===== src/design/prld_pkg.sv =====
// Package for the pixel run-length decoder.
// Holds field widths, header type codes, result and error codes and the decoder phase type.
// No dependencies; every other design file imports it.
package prld_pkg;

  localparam int WORD_BITS    = 32;
  localparam int COUNT_BITS   = 16;
  localparam int LINE_BITS    = 12;
  localparam int DIM_BITS     = 13;
  localparam int LIMIT_BITS   = 25;
  localparam int POINTER_BITS = 25;
  localparam int CONSUMED_BITS = 26;
  localparam int PIXELS_BITS  = 2 * DIM_BITS;
  localparam int ADDR_PORT_BITS = 24;
  localparam int CFG_INDEX_BITS = 2;

  // Address bits kept in the reported pixel address.
  localparam int ADDRESS_BITS = 24;

  // Header type codes. End is tested first, then literal, literal at line,
  // run and run at line.
  localparam logic [3:0] TYPE_END             = 4'd0;
  localparam logic [3:0] TYPE_LITERAL         = 4'd1;
  localparam logic [3:0] TYPE_LITERAL_AT_LINE = 4'd2;
  localparam logic [3:0] TYPE_RUN             = 4'd3;
  localparam logic [3:0] TYPE_RUN_AT_LINE     = 4'd4;

  localparam logic [2:0] KIND_NONE  = 3'd0;
  localparam logic [2:0] KIND_PIXEL = 3'd1;
  localparam logic [2:0] KIND_RUN   = 3'd2;
  localparam logic [2:0] KIND_DONE  = 3'd3;
  localparam logic [2:0] KIND_ERROR = 3'd4;

  localparam logic [1:0] ERR_NONE       = 2'd0;
  localparam logic [1:0] ERR_DEST_OVER  = 2'd1;
  localparam logic [1:0] ERR_SRC_OVER   = 2'd2;
  localparam logic [1:0] ERR_BAD_TYPE   = 2'd3;

  localparam logic [CFG_INDEX_BITS-1:0] CFG_IMAGE_WIDTH  = 2'd0;
  localparam logic [CFG_INDEX_BITS-1:0] CFG_IMAGE_HEIGHT = 2'd1;
  localparam logic [CFG_INDEX_BITS-1:0] CFG_CODE_LIMIT   = 2'd2;

  localparam logic [DIM_BITS-1:0]   WIDTH_RESET  = 13'd640;
  localparam logic [DIM_BITS-1:0]   HEIGHT_RESET = 13'd480;
  localparam logic [LIMIT_BITS-1:0] LIMIT_RESET  = '0;

  typedef enum logic [1:0] {
    PH_HEADER,
    PH_LITERAL,
    PH_RUN
  } phase_t;

endpackage


===== src/design/prld_channels.sv =====
// Channel interfaces of the pixel run-length decoder: code words in, results out, and
// the configuration write channel. Depends on prld_pkg for field widths.
interface prld_code_if import prld_pkg::*; ();
  logic                 valid;
  logic                 ready;
  logic [WORD_BITS-1:0] code_word;
  logic                 stream_start;

  modport source (output valid, output code_word, output stream_start, input ready);
  modport sink   (input valid, input code_word, input stream_start, output ready);
endinterface

interface prld_result_if import prld_pkg::*; ();
  logic                      valid;
  logic                      ready;
  logic [2:0]                result_kind;
  logic [ADDR_PORT_BITS-1:0] pixel_address;
  logic [COUNT_BITS-1:0]     run_length;
  logic [WORD_BITS-1:0]      pixel_data;
  logic [1:0]                error_code;

  modport source (output valid, output result_kind, output pixel_address, output run_length,
                  output pixel_data, output error_code, input ready);
  modport sink   (input valid, input result_kind, input pixel_address, input run_length,
                  input pixel_data, input error_code, output ready);
endinterface

interface prld_cfg_if import prld_pkg::*; ();
  logic                      valid;
  logic                      ready;
  logic [CFG_INDEX_BITS-1:0] index;
  logic [LIMIT_BITS-1:0]     data;

  modport source (output valid, output index, output data, input ready);
  modport sink   (input valid, input index, input data, output ready);
endinterface


===== src/design/pixel_run_length_decoder.sv =====
// Top level of the pixel run-length decoder: decodes 32-bit code words into pixel writes, run
// fills, done, error and empty results. Depends on prld_pkg and the prld_channels interfaces.
//
//   Channel  Role    Payload                                              Transfer
//   code     sink    code_word[31:0], stream_start                        valid & ready
//   result   source  result_kind, pixel_address, run_length,              valid & ready
//                    pixel_data, error_code
//   cfg      sink    index[1:0], data[24:0] (always ready)                valid & ready
//
// Every code word gives exactly one result. A word is taken into the input register and is
// decoded from there into the result register; a new word is taken every cycle while the
// result side keeps up. The decode path is one 12x13 multiply for line-start addressing,
// adds and compares.
// Reset (rst, synchronous) empties both registers, clears the decoder state and restores
// width 640, height 480 and code limit 0. When the result side stalls, the input register
// still takes one more word and then holds it until the result register frees up.
module pixel_run_length_decoder
  import prld_pkg::*;
(
  input  logic          clk,
  input  logic          rst,
  prld_code_if.sink     code,
  prld_result_if.source result,
  prld_cfg_if.sink      cfg
);

  // Configuration registers.
  logic [DIM_BITS-1:0]    image_width;
  logic [DIM_BITS-1:0]    image_height;
  logic [LIMIT_BITS-1:0]  code_limit;
  // Image size in pixels, recomputed every cycle from the registers above. The user must see
  // that configuration only changes while the block is idle; the block does not enforce it.
  logic [PIXELS_BITS-1:0] limit_pixels;

  assign cfg.ready = 1'b1;

  always_ff @(posedge clk) begin
    if (rst) begin
      image_width  <= WIDTH_RESET;
      image_height <= HEIGHT_RESET;
      code_limit   <= LIMIT_RESET;
    end else if (cfg.valid) begin
      unique case (cfg.index)
        CFG_IMAGE_WIDTH:  image_width  <= cfg.data[DIM_BITS-1:0];
        CFG_IMAGE_HEIGHT: image_height <= cfg.data[DIM_BITS-1:0];
        CFG_CODE_LIMIT:   code_limit   <= cfg.data;
        default:          ;
      endcase
    end
  end

  always_ff @(posedge clk) begin
    limit_pixels <= PIXELS_BITS'(image_width) * PIXELS_BITS'(image_height);
  end

  // Input register. It advances into the result register whenever that one is empty or
  // being drained in the same cycle.
  logic                 in_valid;
  logic [WORD_BITS-1:0] in_word;
  logic                 in_start;
  logic                 advance;

  assign advance    = in_valid && (!result.valid || result.ready);
  assign code.ready = !in_valid || advance;

  always_ff @(posedge clk) begin
    if (rst) begin
      in_valid <= 1'b0;
    end else if (code.ready) begin
      in_valid <= code.valid;
    end
  end

  always_ff @(posedge clk) begin
    if (code.valid && code.ready) begin
      in_word  <= code.code_word;
      in_start <= code.stream_start;
    end
  end

  // Decoder state.
  phase_t                   phase;
  logic [COUNT_BITS-1:0]    literal_remaining;
  logic [COUNT_BITS-1:0]    run_count;
  logic [POINTER_BITS-1:0]  write_pointer;
  logic [CONSUMED_BITS-1:0] words_consumed;
  logic                     stopped;

  phase_t                   phase_next;
  logic [COUNT_BITS-1:0]    literal_remaining_next;
  logic [COUNT_BITS-1:0]    run_count_next;
  logic [POINTER_BITS-1:0]  write_pointer_next;
  logic [CONSUMED_BITS-1:0] words_consumed_next;
  logic                     stopped_next;

  // Result fields computed for the word in the input register.
  logic [2:0]              kind;
  logic [POINTER_BITS-1:0] addr;
  logic [COUNT_BITS-1:0]   length;
  logic [WORD_BITS-1:0]    value;
  logic [1:0]              err;

  // Header fields and bound arithmetic.
  logic [3:0]               hdr_type;
  logic [COUNT_BITS-1:0]    hdr_count;
  logic [LINE_BITS-1:0]     hdr_line;
  logic [POINTER_BITS-1:0]  line_pointer;
  logic [POINTER_BITS-1:0]  start_pointer;
  logic [PIXELS_BITS-1:0]   dest_end;
  logic [CONSUMED_BITS:0]   src_end;
  logic                     is_line_type;

  assign hdr_type  = in_word[31:28];
  assign hdr_line  = in_word[27:16];
  assign hdr_count = in_word[15:0];
  assign line_pointer = POINTER_BITS'(hdr_line) * POINTER_BITS'(image_width);

  always_comb begin
    logic                     stop_eff;
    phase_t                   phase_eff;
    logic [POINTER_BITS-1:0]  wp_eff;
    logic [CONSUMED_BITS-1:0] wc_eff;

    // A stream start clears the state before the word is decoded.
    stop_eff  = in_start ? 1'b0      : stopped;
    phase_eff = in_start ? PH_HEADER : phase;
    wp_eff    = in_start ? '0        : write_pointer;
    wc_eff    = in_start ? '0        : words_consumed;

    phase_next             = phase_eff;
    literal_remaining_next = in_start ? '0 : literal_remaining;
    run_count_next         = in_start ? '0 : run_count;
    write_pointer_next     = wp_eff;
    words_consumed_next    = wc_eff;
    stopped_next           = stop_eff;

    kind   = KIND_NONE;
    addr   = '0;
    length = '0;
    value  = '0;
    err    = ERR_NONE;

    is_line_type  = (hdr_type != TYPE_LITERAL) && (hdr_type != TYPE_RUN);
    start_pointer = is_line_type ? line_pointer : wp_eff;
    dest_end      = PIXELS_BITS'(start_pointer) + PIXELS_BITS'(hdr_count);
    src_end       = '0;

    if (!stop_eff) begin
      // The word count saturates at its all-ones value.
      if (wc_eff != '1) begin
        words_consumed_next = wc_eff + 1'b1;
      end
      src_end = (CONSUMED_BITS + 1)'(words_consumed_next) + (CONSUMED_BITS + 1)'(hdr_count);

      unique case (phase_eff)
        PH_LITERAL: begin
          kind   = KIND_PIXEL;
          addr   = wp_eff;
          length = COUNT_BITS'(1);
          value  = in_word;
          write_pointer_next     = wp_eff + 1'b1;
          literal_remaining_next = literal_remaining - 1'b1;
          if (literal_remaining_next == '0) begin
            phase_next = PH_HEADER;
          end
        end
        PH_RUN: begin
          phase_next = PH_HEADER;
          if (words_consumed_next > CONSUMED_BITS'(code_limit)) begin
            kind         = KIND_ERROR;
            err          = ERR_SRC_OVER;
            stopped_next = 1'b1;
          end else begin
            kind   = KIND_RUN;
            addr   = wp_eff;
            length = run_count;
            value  = in_word;
            write_pointer_next = wp_eff + POINTER_BITS'(run_count);
          end
        end
        default: begin
          // Header word. Only the very first word of a stream skips the source check.
          if (words_consumed_next > CONSUMED_BITS'(1) &&
              words_consumed_next > CONSUMED_BITS'(code_limit)) begin
            kind         = KIND_ERROR;
            err          = ERR_SRC_OVER;
            stopped_next = 1'b1;
            phase_next   = PH_HEADER;
          end else if (hdr_type == TYPE_END) begin
            kind         = KIND_DONE;
            stopped_next = 1'b1;
          end else if (hdr_type == TYPE_LITERAL || hdr_type == TYPE_LITERAL_AT_LINE) begin
            write_pointer_next = start_pointer;
            if (dest_end > limit_pixels) begin
              kind         = KIND_ERROR;
              err          = ERR_DEST_OVER;
              stopped_next = 1'b1;
              phase_next   = PH_HEADER;
            end else if (src_end > (CONSUMED_BITS + 1)'(code_limit)) begin
              kind         = KIND_ERROR;
              err          = ERR_SRC_OVER;
              stopped_next = 1'b1;
              phase_next   = PH_HEADER;
            end else begin
              literal_remaining_next = hdr_count;
              if (hdr_count != '0) begin
                phase_next = PH_LITERAL;
              end
            end
          end else if (hdr_type == TYPE_RUN || hdr_type == TYPE_RUN_AT_LINE) begin
            write_pointer_next = start_pointer;
            if (dest_end > limit_pixels) begin
              kind         = KIND_ERROR;
              err          = ERR_DEST_OVER;
              stopped_next = 1'b1;
              phase_next   = PH_HEADER;
            end else begin
              run_count_next = hdr_count;
              phase_next     = PH_RUN;
            end
          end else begin
            kind         = KIND_ERROR;
            err          = ERR_BAD_TYPE;
            stopped_next = 1'b1;
            phase_next   = PH_HEADER;
          end
        end
      endcase
    end
  end

  always_ff @(posedge clk) begin
    if (rst) begin
      phase             <= PH_HEADER;
      literal_remaining <= '0;
      run_count         <= '0;
      write_pointer     <= '0;
      words_consumed    <= '0;
      stopped           <= 1'b0;
    end else if (advance) begin
      phase             <= phase_next;
      literal_remaining <= literal_remaining_next;
      run_count         <= run_count_next;
      write_pointer     <= write_pointer_next;
      words_consumed    <= words_consumed_next;
      stopped           <= stopped_next;
    end
  end

  // Result register.
  always_ff @(posedge clk) begin
    if (rst) begin
      result.valid <= 1'b0;
    end else if (advance) begin
      result.valid <= 1'b1;
    end else if (result.ready) begin
      result.valid <= 1'b0;
    end
  end

  always_ff @(posedge clk) begin
    if (advance) begin
      result.result_kind   <= kind;
      result.pixel_address <= ADDR_PORT_BITS'(addr[ADDRESS_BITS-1:0]);
      result.run_length    <= length;
      result.pixel_data    <= value;
      result.error_code    <= err;
    end
  end

endmodule


===== src/flat_wrapper.sv =====
// flat-port wrapper written by rule: the top's interface ports become plain ports
module pixel_run_length_decoder_flat import prld_pkg::*;
  (clk, rst, code_valid, code_code_word, code_stream_start, code_ready, result_valid, result_result_kind, result_pixel_address, result_run_length, result_pixel_data, result_error_code, result_ready, cfg_valid, cfg_index, cfg_data, cfg_ready);
  prld_code_if code_i ();
  prld_result_if result_i ();
  prld_cfg_if cfg_i ();
  input  logic clk;
  input  logic rst;
  input wire logic [$bits(code_i.valid)-1:0] code_valid;
  input wire logic [$bits(code_i.code_word)-1:0] code_code_word;
  input wire logic [$bits(code_i.stream_start)-1:0] code_stream_start;
  output wire logic [$bits(code_i.ready)-1:0] code_ready;
  output wire logic [$bits(result_i.valid)-1:0] result_valid;
  output wire logic [$bits(result_i.result_kind)-1:0] result_result_kind;
  output wire logic [$bits(result_i.pixel_address)-1:0] result_pixel_address;
  output wire logic [$bits(result_i.run_length)-1:0] result_run_length;
  output wire logic [$bits(result_i.pixel_data)-1:0] result_pixel_data;
  output wire logic [$bits(result_i.error_code)-1:0] result_error_code;
  input wire logic [$bits(result_i.ready)-1:0] result_ready;
  input wire logic [$bits(cfg_i.valid)-1:0] cfg_valid;
  input wire logic [$bits(cfg_i.index)-1:0] cfg_index;
  input wire logic [$bits(cfg_i.data)-1:0] cfg_data;
  output wire logic [$bits(cfg_i.ready)-1:0] cfg_ready;
  assign code_i.valid = code_valid;
  assign code_i.code_word = code_code_word;
  assign code_i.stream_start = code_stream_start;
  assign code_ready = code_i.ready;
  assign result_valid = result_i.valid;
  assign result_result_kind = result_i.result_kind;
  assign result_pixel_address = result_i.pixel_address;
  assign result_run_length = result_i.run_length;
  assign result_pixel_data = result_i.pixel_data;
  assign result_error_code = result_i.error_code;
  assign result_i.ready = result_ready;
  assign cfg_i.valid = cfg_valid;
  assign cfg_i.index = cfg_index;
  assign cfg_i.data = cfg_data;
  assign cfg_ready = cfg_i.ready;
  pixel_run_length_decoder u_core (.clk(clk), .rst(rst), .code(code_i), .result(result_i), .cfg(cfg_i));
endmodule

===== config.mk =====
export PLATFORM = sky130hd
export DESIGN_NAME = pixel_run_length_decoder_flat
export DESIGN_NICKNAME = d
export VERILOG_FILES = /design/src/design/prld_pkg.sv /design/src/design/prld_channels.sv /design/src/design/pixel_run_length_decoder.sv /design/src/flat_wrapper.sv
export SDC_FILE = /design/constraint.sdc
export NUM_CORES = 2
export LEC_CHECK = 0
export ABC_AREA = 1
export BUFFER_PORTS_ARGS = -buffer_cell sky130_fd_sc_hd__buf_2
export CAP_MARGIN = 20
export CORE_MARGIN = 5
export CORE_UTILIZATION = 50
export DETAILED_ROUTE_END_ITERATION = 8
export PLACE_DENSITY = 0.76
export SYNTH_ARGS = -nofsm -noshare
export SYNTH_HDL_FRONTEND = slang
export SYNTH_SLANG_ARGS = --single-unit

===== constraint.sdc =====
create_clock -name clk -period 7.3 [get_ports clk]
set_input_delay 0.73 -clock clk [delete_from_list [all_inputs] [get_ports clk]]
set_output_delay 0.73 -clock clk [all_outputs]
set_load 0.01 [all_outputs]

---- Word-level counts from Yosys, hierarchy flattened ----
Cells that the tools add are included.
word-level totals
  bits in registers ....................... 275
  latch bits .............................. 0
  RAM bits ................................ 0
  memory bits (read-only) ................. 0
  input port bits ......................... 65
  output and inout bits ................... 80
  word-level logic and storage cells ...... 139
  memories ................................ 0
operators by class
  add/subtract/negate cells ............... 6
  multipliers ............................. 2
  div/mod/pow operators ................... 0
  $lt $le $gt $ge ......................... 4
  eq/ne operators ......................... 11
  shifts and indexed selects .............. 0
  multiplexer cells ....................... 78
  bitwise operators ....................... 0
  reduce and logical (&&, ||, !) cells .... 19
operators with widths
  kind                                                  number
  2-to-1 mux 16 bit                                     16
  2-to-1 mux 25 bit                                     8
  2-to-1 mux 26 bit                                     4
  one-hot mux 16 bit (2 select lines)                   2
  one-hot mux 32 bit (2 select lines)                   1
  one-hot mux 25 bit (2 select lines)                   1
  one-hot mux 24 bit (2 select lines)                   1
  2-to-1 mux 2 bit                                      18
  2-to-1 mux 32 bit                                     1
  adder 26 x 16 -> 27 bit                               1
  > comparator 27 x 25 -> 1 bit                         1
  adder 25 x 16 -> 26 bit                               1
  adder 26 x 1 -> 26 bit (second input constant)        1
  > comparator 26 x 1 -> 1 bit (second input constant)  1
  > comparator 26 x 25 -> 1 bit                         1
  > comparator 26 bit                                   1
  multiplier 13 x 13 -> 26 bit                          1
  != test 26 bit (second input constant)                1
  adder 25 x 1 -> 25 bit (second input constant)        1
  adder 25 x 16 -> 25 bit                               1
  multiplier 12 x 13 -> 25 bit                          1
  2-to-1 mux 24 bit                                     1
  2-to-1 mux 3 bit                                      8
  zero test 16 bit                                      1
  other kinds (21)                                      46

---- Longest topological paths before layout ----
  word-level depth ........................ 13
  gate-level depth with buffers ........... 48
  gate-level depth less buffers ........... 46

---- Least setup slack after synthesis ----
OpenSTA, ideal clock, no wires.
  kind .................................... register -> register
  start ................................... reg u_core.image_width[0]
  end ..................................... reg u_core.literal_remaining[14]
  setup time .............................. 0.122 ns
  data arrival time ....................... 7.835 ns
  data required time ...................... 7.178 ns
  setup slack ............................. -0.657 ns
  stages on the path, launching flop included .. 44
  path buffers ............................ 3
  clock period less this slack ............ 7.957 ns
  path through ............................ dfxtp_1 -> clkbuf_1 -> clkbuf_1 -> nand2_1 -> fa_1 -> fa_1 -> inv_1 -> fa_1 -> fa_1 -> inv_1 -> fa_1 -> inv_1 -> ha_1 -> a21oi_1 -> o21ai_0 -> a21oi_1 -> o21ai_0 -> nor2_1 -> (+8 left out) -> a21o_1 -> nand3_1 -> nor2_1 -> nand2_1 -> xor2_1 -> ha_1 -> nand4_1 -> nor3_1 -> nand4_1 -> nand2_1 -> inv_1 -> nor2_1 -> nand3_4 -> clkinv_4 -> buf_6 -> nand2_1 -> o211ai_2 -> a21oi_2
between the ends
  word-level cells in the longest chain between the ends .. 10
RTL lines
  element                              RTL line                         source
  start: declaration                   pixel_run_length_decoder.sv:28   logic [DIM_BITS-1:0] image_width;
  start signal: assignment             pixel_run_length_decoder.sv:44   CFG_IMAGE_WIDTH: image_width <= cfg.data[DIM_BITS-1:0];
  multiplier 12 x 13 -> 25 bit         pixel_run_length_decoder.sv:116  assign line_pointer = POINTER_BITS'(hdr_line) * POINTER_BITS'(image_width);
  2-to-1 mux 25 bit                    pixel_run_length_decoder.sv:144  start_pointer = is_line_type ? line_pointer : wp_eff;
  adder 25 x 16 -> 26 bit              pixel_run_length_decoder.sv:145  dest_end = PIXELS_BITS'(start_pointer) + PIXELS_BITS'(hdr_count);
  > comparator 26 bit                  pixel_run_length_decoder.sv:194  if (dest_end > limit_pixels) begin
  2-to-1 mux 16 bit                    pixel_run_length_decoder.sv:194
  2-to-1 mux 16 bit                    pixel_run_length_decoder.sv:192  end else if (hdr_type == TYPE_LITERAL || hdr_type == TYPE_LITERAL_AT_LINE) begin
  2-to-1 mux 16 bit                    pixel_run_length_decoder.sv:189  end else if (hdr_type == TYPE_END) begin
  2-to-1 mux 16 bit                    pixel_run_length_decoder.sv:183  if (words_consumed_next > CONSUMED_BITS'(1) &&
  one-hot mux 16 bit (2 select lines)  pixel_run_length_decoder.sv:155  unique case (phase_eff)
  2-to-1 mux 16 bit                    pixel_run_length_decoder.sv:148  if (!stop_eff) begin
  end signal: assignment               pixel_run_length_decoder.sv:242  literal_remaining <= literal_remaining_next;
  end: declaration                     pixel_run_length_decoder.sv:83   logic [COUNT_BITS-1:0] literal_remaining;
No other way between the ends.
A chain may end at the register's enable or synchronous reset.

---- Final worst setup path ----
  start ................................... reg u_core.in_word[20]
  end ..................................... reg u_core.literal_remaining[12]
between the ends
  word-level cells in the longest chain between the ends .. 10
RTL lines
  element                              RTL line                         source
  start: declaration                   pixel_run_length_decoder.sv:59   logic [WORD_BITS-1:0] in_word;
  start signal: assignment             pixel_run_length_decoder.sv:76   in_word <= code.code_word;
  multiplier 12 x 13 -> 25 bit         pixel_run_length_decoder.sv:116
  2-to-1 mux 25 bit                    pixel_run_length_decoder.sv:144
  adder 25 x 16 -> 26 bit              pixel_run_length_decoder.sv:145
  > comparator 26 bit                  pixel_run_length_decoder.sv:194
  2-to-1 mux 16 bit                    pixel_run_length_decoder.sv:194
  2-to-1 mux 16 bit                    pixel_run_length_decoder.sv:192
  2-to-1 mux 16 bit                    pixel_run_length_decoder.sv:189
  2-to-1 mux 16 bit                    pixel_run_length_decoder.sv:183
  one-hot mux 16 bit (2 select lines)  pixel_run_length_decoder.sv:155
  2-to-1 mux 16 bit                    pixel_run_length_decoder.sv:148
No other way between the ends.

==> impl_results.md <==
- Critical Path End Type: register
- Antenna-violating nets left: 0
- Post-Syn Nets: 4510
- Max-cap violations: 0
- P&R area growth vs syn: 16.57%
- Crit path from: u_core.in_word[20]$_DFFE_PP_
- Clk_lat worst skew: a little under 600 ps
- R2R depth: 44
- Synth cell types: 62
- Leakage Power: about 17 nW
- Die Height: between 200 and 300 um
- Failing checks: negative setup slack
- I/O Buffers: around 140
- Slowest cell on crit path: fa_1
- CTS Buffer Depth: 3
- Placer Congestion: 0.9674
- Fmax: 128.8 MHz
- Hold EP: u_core.in_word[30]$_DFFE_PP_
- Clock slew at reported path FFs: ~60 ps
- Final net count: 4772
- Fin. Hold Viols: 0
- R2R Path Start: u_core.in_word[20]$_DFFE_PP_
- DR DRC count: 0
- RSZ-0062 raised after global routing: true
- Seq/Total Area, Yosys: a little under a quarter
- Core footprint: around 58000 um2
- Std cell rows: 88
- Die Footprint: ~63000 um2
- Final critical-path setup slack: -465.5 ps
- Final setup vio count: 38
- Fillers: 5190
- Initial Util: slightly above 50%
- Pre-antenna DRT Iters: 9
- First-pass GRT wire length: 142.7 mm
- Layout cells sized above 1: around 15%
- Async set-or-reset flop fraction in the synthesized netlist: 0%
- Pwr dens: between 200 and 250 nW/um2
- Placed instance count: slightly below 5000
- Vias per inst: between 5 and 6
- Routed WL: 89.48 mm
- Initial antenna violation count: 2
- Global route total overflow: 0
- Routed vias: about 27000
- Number of global-route vias before repair: 27250
- Synth Instances: ~3900
- CP arrival: 8280 ps
- Largest net degree at the start of global routing: 72
- Mapped cell area: roughly 29000 um2
- Dpl ws: -545.2 ps
- Max-slew violations: 0
- YS warnings: 0
- Fin crit period: roughly 7800 ps
- Worst vdd rail ir drop: 246.7 uV
- H-tree levels: 2
- Status: complete, but fails checks
- Worst Skew: approximately 28 ps
- CTS Buf Count: 35
- CTS tree: done
- Crit path top cell by count: inv_1
- Worst-path fanout max: 5
- Worst Path Required: slightly below 8000 ps
- Final cell count without fillers: between 5000 and 6000
- FF/Latch Area: approximately 6600 um2
- Multi-input gate area: 19540 um2
- Die span in x: between 200 and 300 um
- Post-synth EDFFs: 110
- TNS Setup: -14150 ps
- Hold Crit Start: code_code_word[30]
- Clock Sinks: 275
- Worst setup path category: register to register
- Hold Crit Class: input port to register
- Total power: approximately 8.3 mW
- Root Driver: clkbuf_16
- Reg-to-reg endpoint: u_core.literal_remaining[12]$_SDFFE_PP0P_
- #FFs+latches synth: 275
- GRT Total Usage: between 20% and 30%
- Hold Crit Depth: 1
- Worst R2R Setup Slack: -470 ps
- Avg WL per Cell: ~18 um
- Max incr delay on CP: between 500 and 600 ps
- Measured slew at the worst slew-check pin: about 970 ps
- Final Cycle Share: 106.4%
- Relative slew slack: 34.80%
- Post-DP HPWL: slightly below 70 mm
- Startpoint Class: register
- Initial DRC count: 2482
- IO Count: approximately 150
- Syn avg cell area: 7.378 um2
- Layout Utilization: between 50% and 60%
- Primary FF master, synth: dfxtp_1
- N_diodes: 0
-- cells by family after synthesis --
| logic type | Yosys count | share of synthesized area, % |
|---|---|---|
| simple gates | 1541 | 22.49 |
| compound gates | 600 | 11.71 |
| xor+xnor | 113 | 3.424 |
| buf+inv | 919 | 12.25 |
| fa+ha+maj | 498 | 27.43 |
| flops | 275 | 22.69 |
| other cells | 1 | 0.01288 |
-- synthesized netlist by cell type (all sizes together), types with 33 or more instances --
library cell | number | share of area (%)
ha | 264 | 11
nand2 | 907 | 12
xor2 | 77 | 2.3
edfxtp | 110 | 11
inv | 750 | 9.7
nor3 | 87 | 1.5
nand3 | 197 | 3.7
fa | 234 | 16
xnor2 | 36 | 1.1
nor2 | 289 | 4.1
nand4 | 37 | 0.79
o21ai | 219 | 3.8
a21oi | 265 | 4.8
dfxtp | 165 | 11
buf | 33 | 0.80
clkbuf | 128 | 1.6
-- worst max-delay path by stage --
| stage | to | slack [ps] |
|---|---|---|
| 3_5_place_dp | u_core.literal_remaining[3]$_SDFFE_PP0P_ | -550 |
| 6_report | u_core.literal_remaining[12]$_SDFFE_PP0P_ | -470 |
| 3_3_place_gp | u_core.run_count[2]$_SDFFE_PP0P_ | -390 |
| 5_1_grt | u_core.literal_remaining[15]$_SDFFE_PP0P_ | -780 |
| 4_1_cts | u_core.literal_remaining[15]$_SDFFE_PP0P_ | -240 |
| 2_1_floorplan | u_core.literal_remaining[2]$_SDFFE_PP0P_ | 4 |
-- critical path: cells and delay by family, from the launching register on --
kind | cells | cell delay (ps)
flops | 1 | 490
compound gates | 12 | 1800
simple gates | 12 | 1140
fa+ha+maj | 8 | 3060
buf+inv | 11 | 1070
xor+xnor | 1 | 140
-- state kept, by name, summed over array words and instances, names as in the netlist, 24 cells and up --
| signal | flops |
|---|---|
| u_core.words_consumed | 26 |
| u_core.limit_pixels | 26 |
| u_core.write_pointer | 25 |
| u_core.result.pixel_data | 32 |
| u_core.code_limit | 25 |
| u_core.result.pixel_address | 24 |
| u_core.in_word | 32 |
-- power by group --
group	total, mW	switching (mW)	internal (mW)	leakage (nW)
Clock	1.98	0.764	1.22	0.638
Combinational	4.51	2.50	2.01	14.1
Sequential	1.83	0.108	1.72	2.39
-- area by class of cell --
| cell class | count | share of cell area, % |
|---|---|---|
| timing repair inverter | 2 | 0.1364 |
| timing repair buffer | 384 | 7.667 |
| clock inverter | 21 | 0.9952 |
| inverter | 758 | 8.444 |
| clock buffer | 43 | 2.886 |
| tap | 765 | 2.820 |
| multi-input combinational | 2753 | 57.56 |
| sequential | 275 | 19.49 |
-- per-stage QoR --
step                      cell area (um2)  hold slack, ps
after floorplan                     29370           439.2
after global placement              31800           449.5
after detailed placement            31800           453.0
after CTS                           33700           307.3
after global routing                33950           306.6
final                               33950           325.3
-- timing repair --
action | 4_1_cts | 5_1_grt
hold buffers | 0 | 0
setup buffers | 22 | 10
cloned | 2 | 0
resized for setup | 99 | 40
endpoints found under the setup margin | 38 | 38
pin swaps | 55 | 33
-- layer usage --
metal	up-vias	part of all wire [%]	GRT usage (%)
li1	13010	-	-
met1	12910	40	36.24
met2	1257	45	45.30
met3	306	9.5	5.618
met4	4	5.0	12.07
met5	-	0.028	0
-- cells in the final DEF, fill, tap and decap left out, drive strengths merged, types with 6 or more instances in the layout --
cell type / count
edfxtp: 110
a21oi: 265
ha: 264
nor4: 9
clkinv: 20
fa: 234
or2: 9
dfxtp: 165
o21a: 6
o211ai: 31
nand3: 197
a21boi: 8
a31oi: 14
o21ai: 219
o21bai: 22
buf: 384
clkbuf: 43
xor2: 77
xnor2: 36
bufinv: 7
a21o: 7
nor2: 289
nor3: 87
inv: 752
nand2: 907
nand4: 37
No activity file was read; power rests on OpenSTA's default activity.
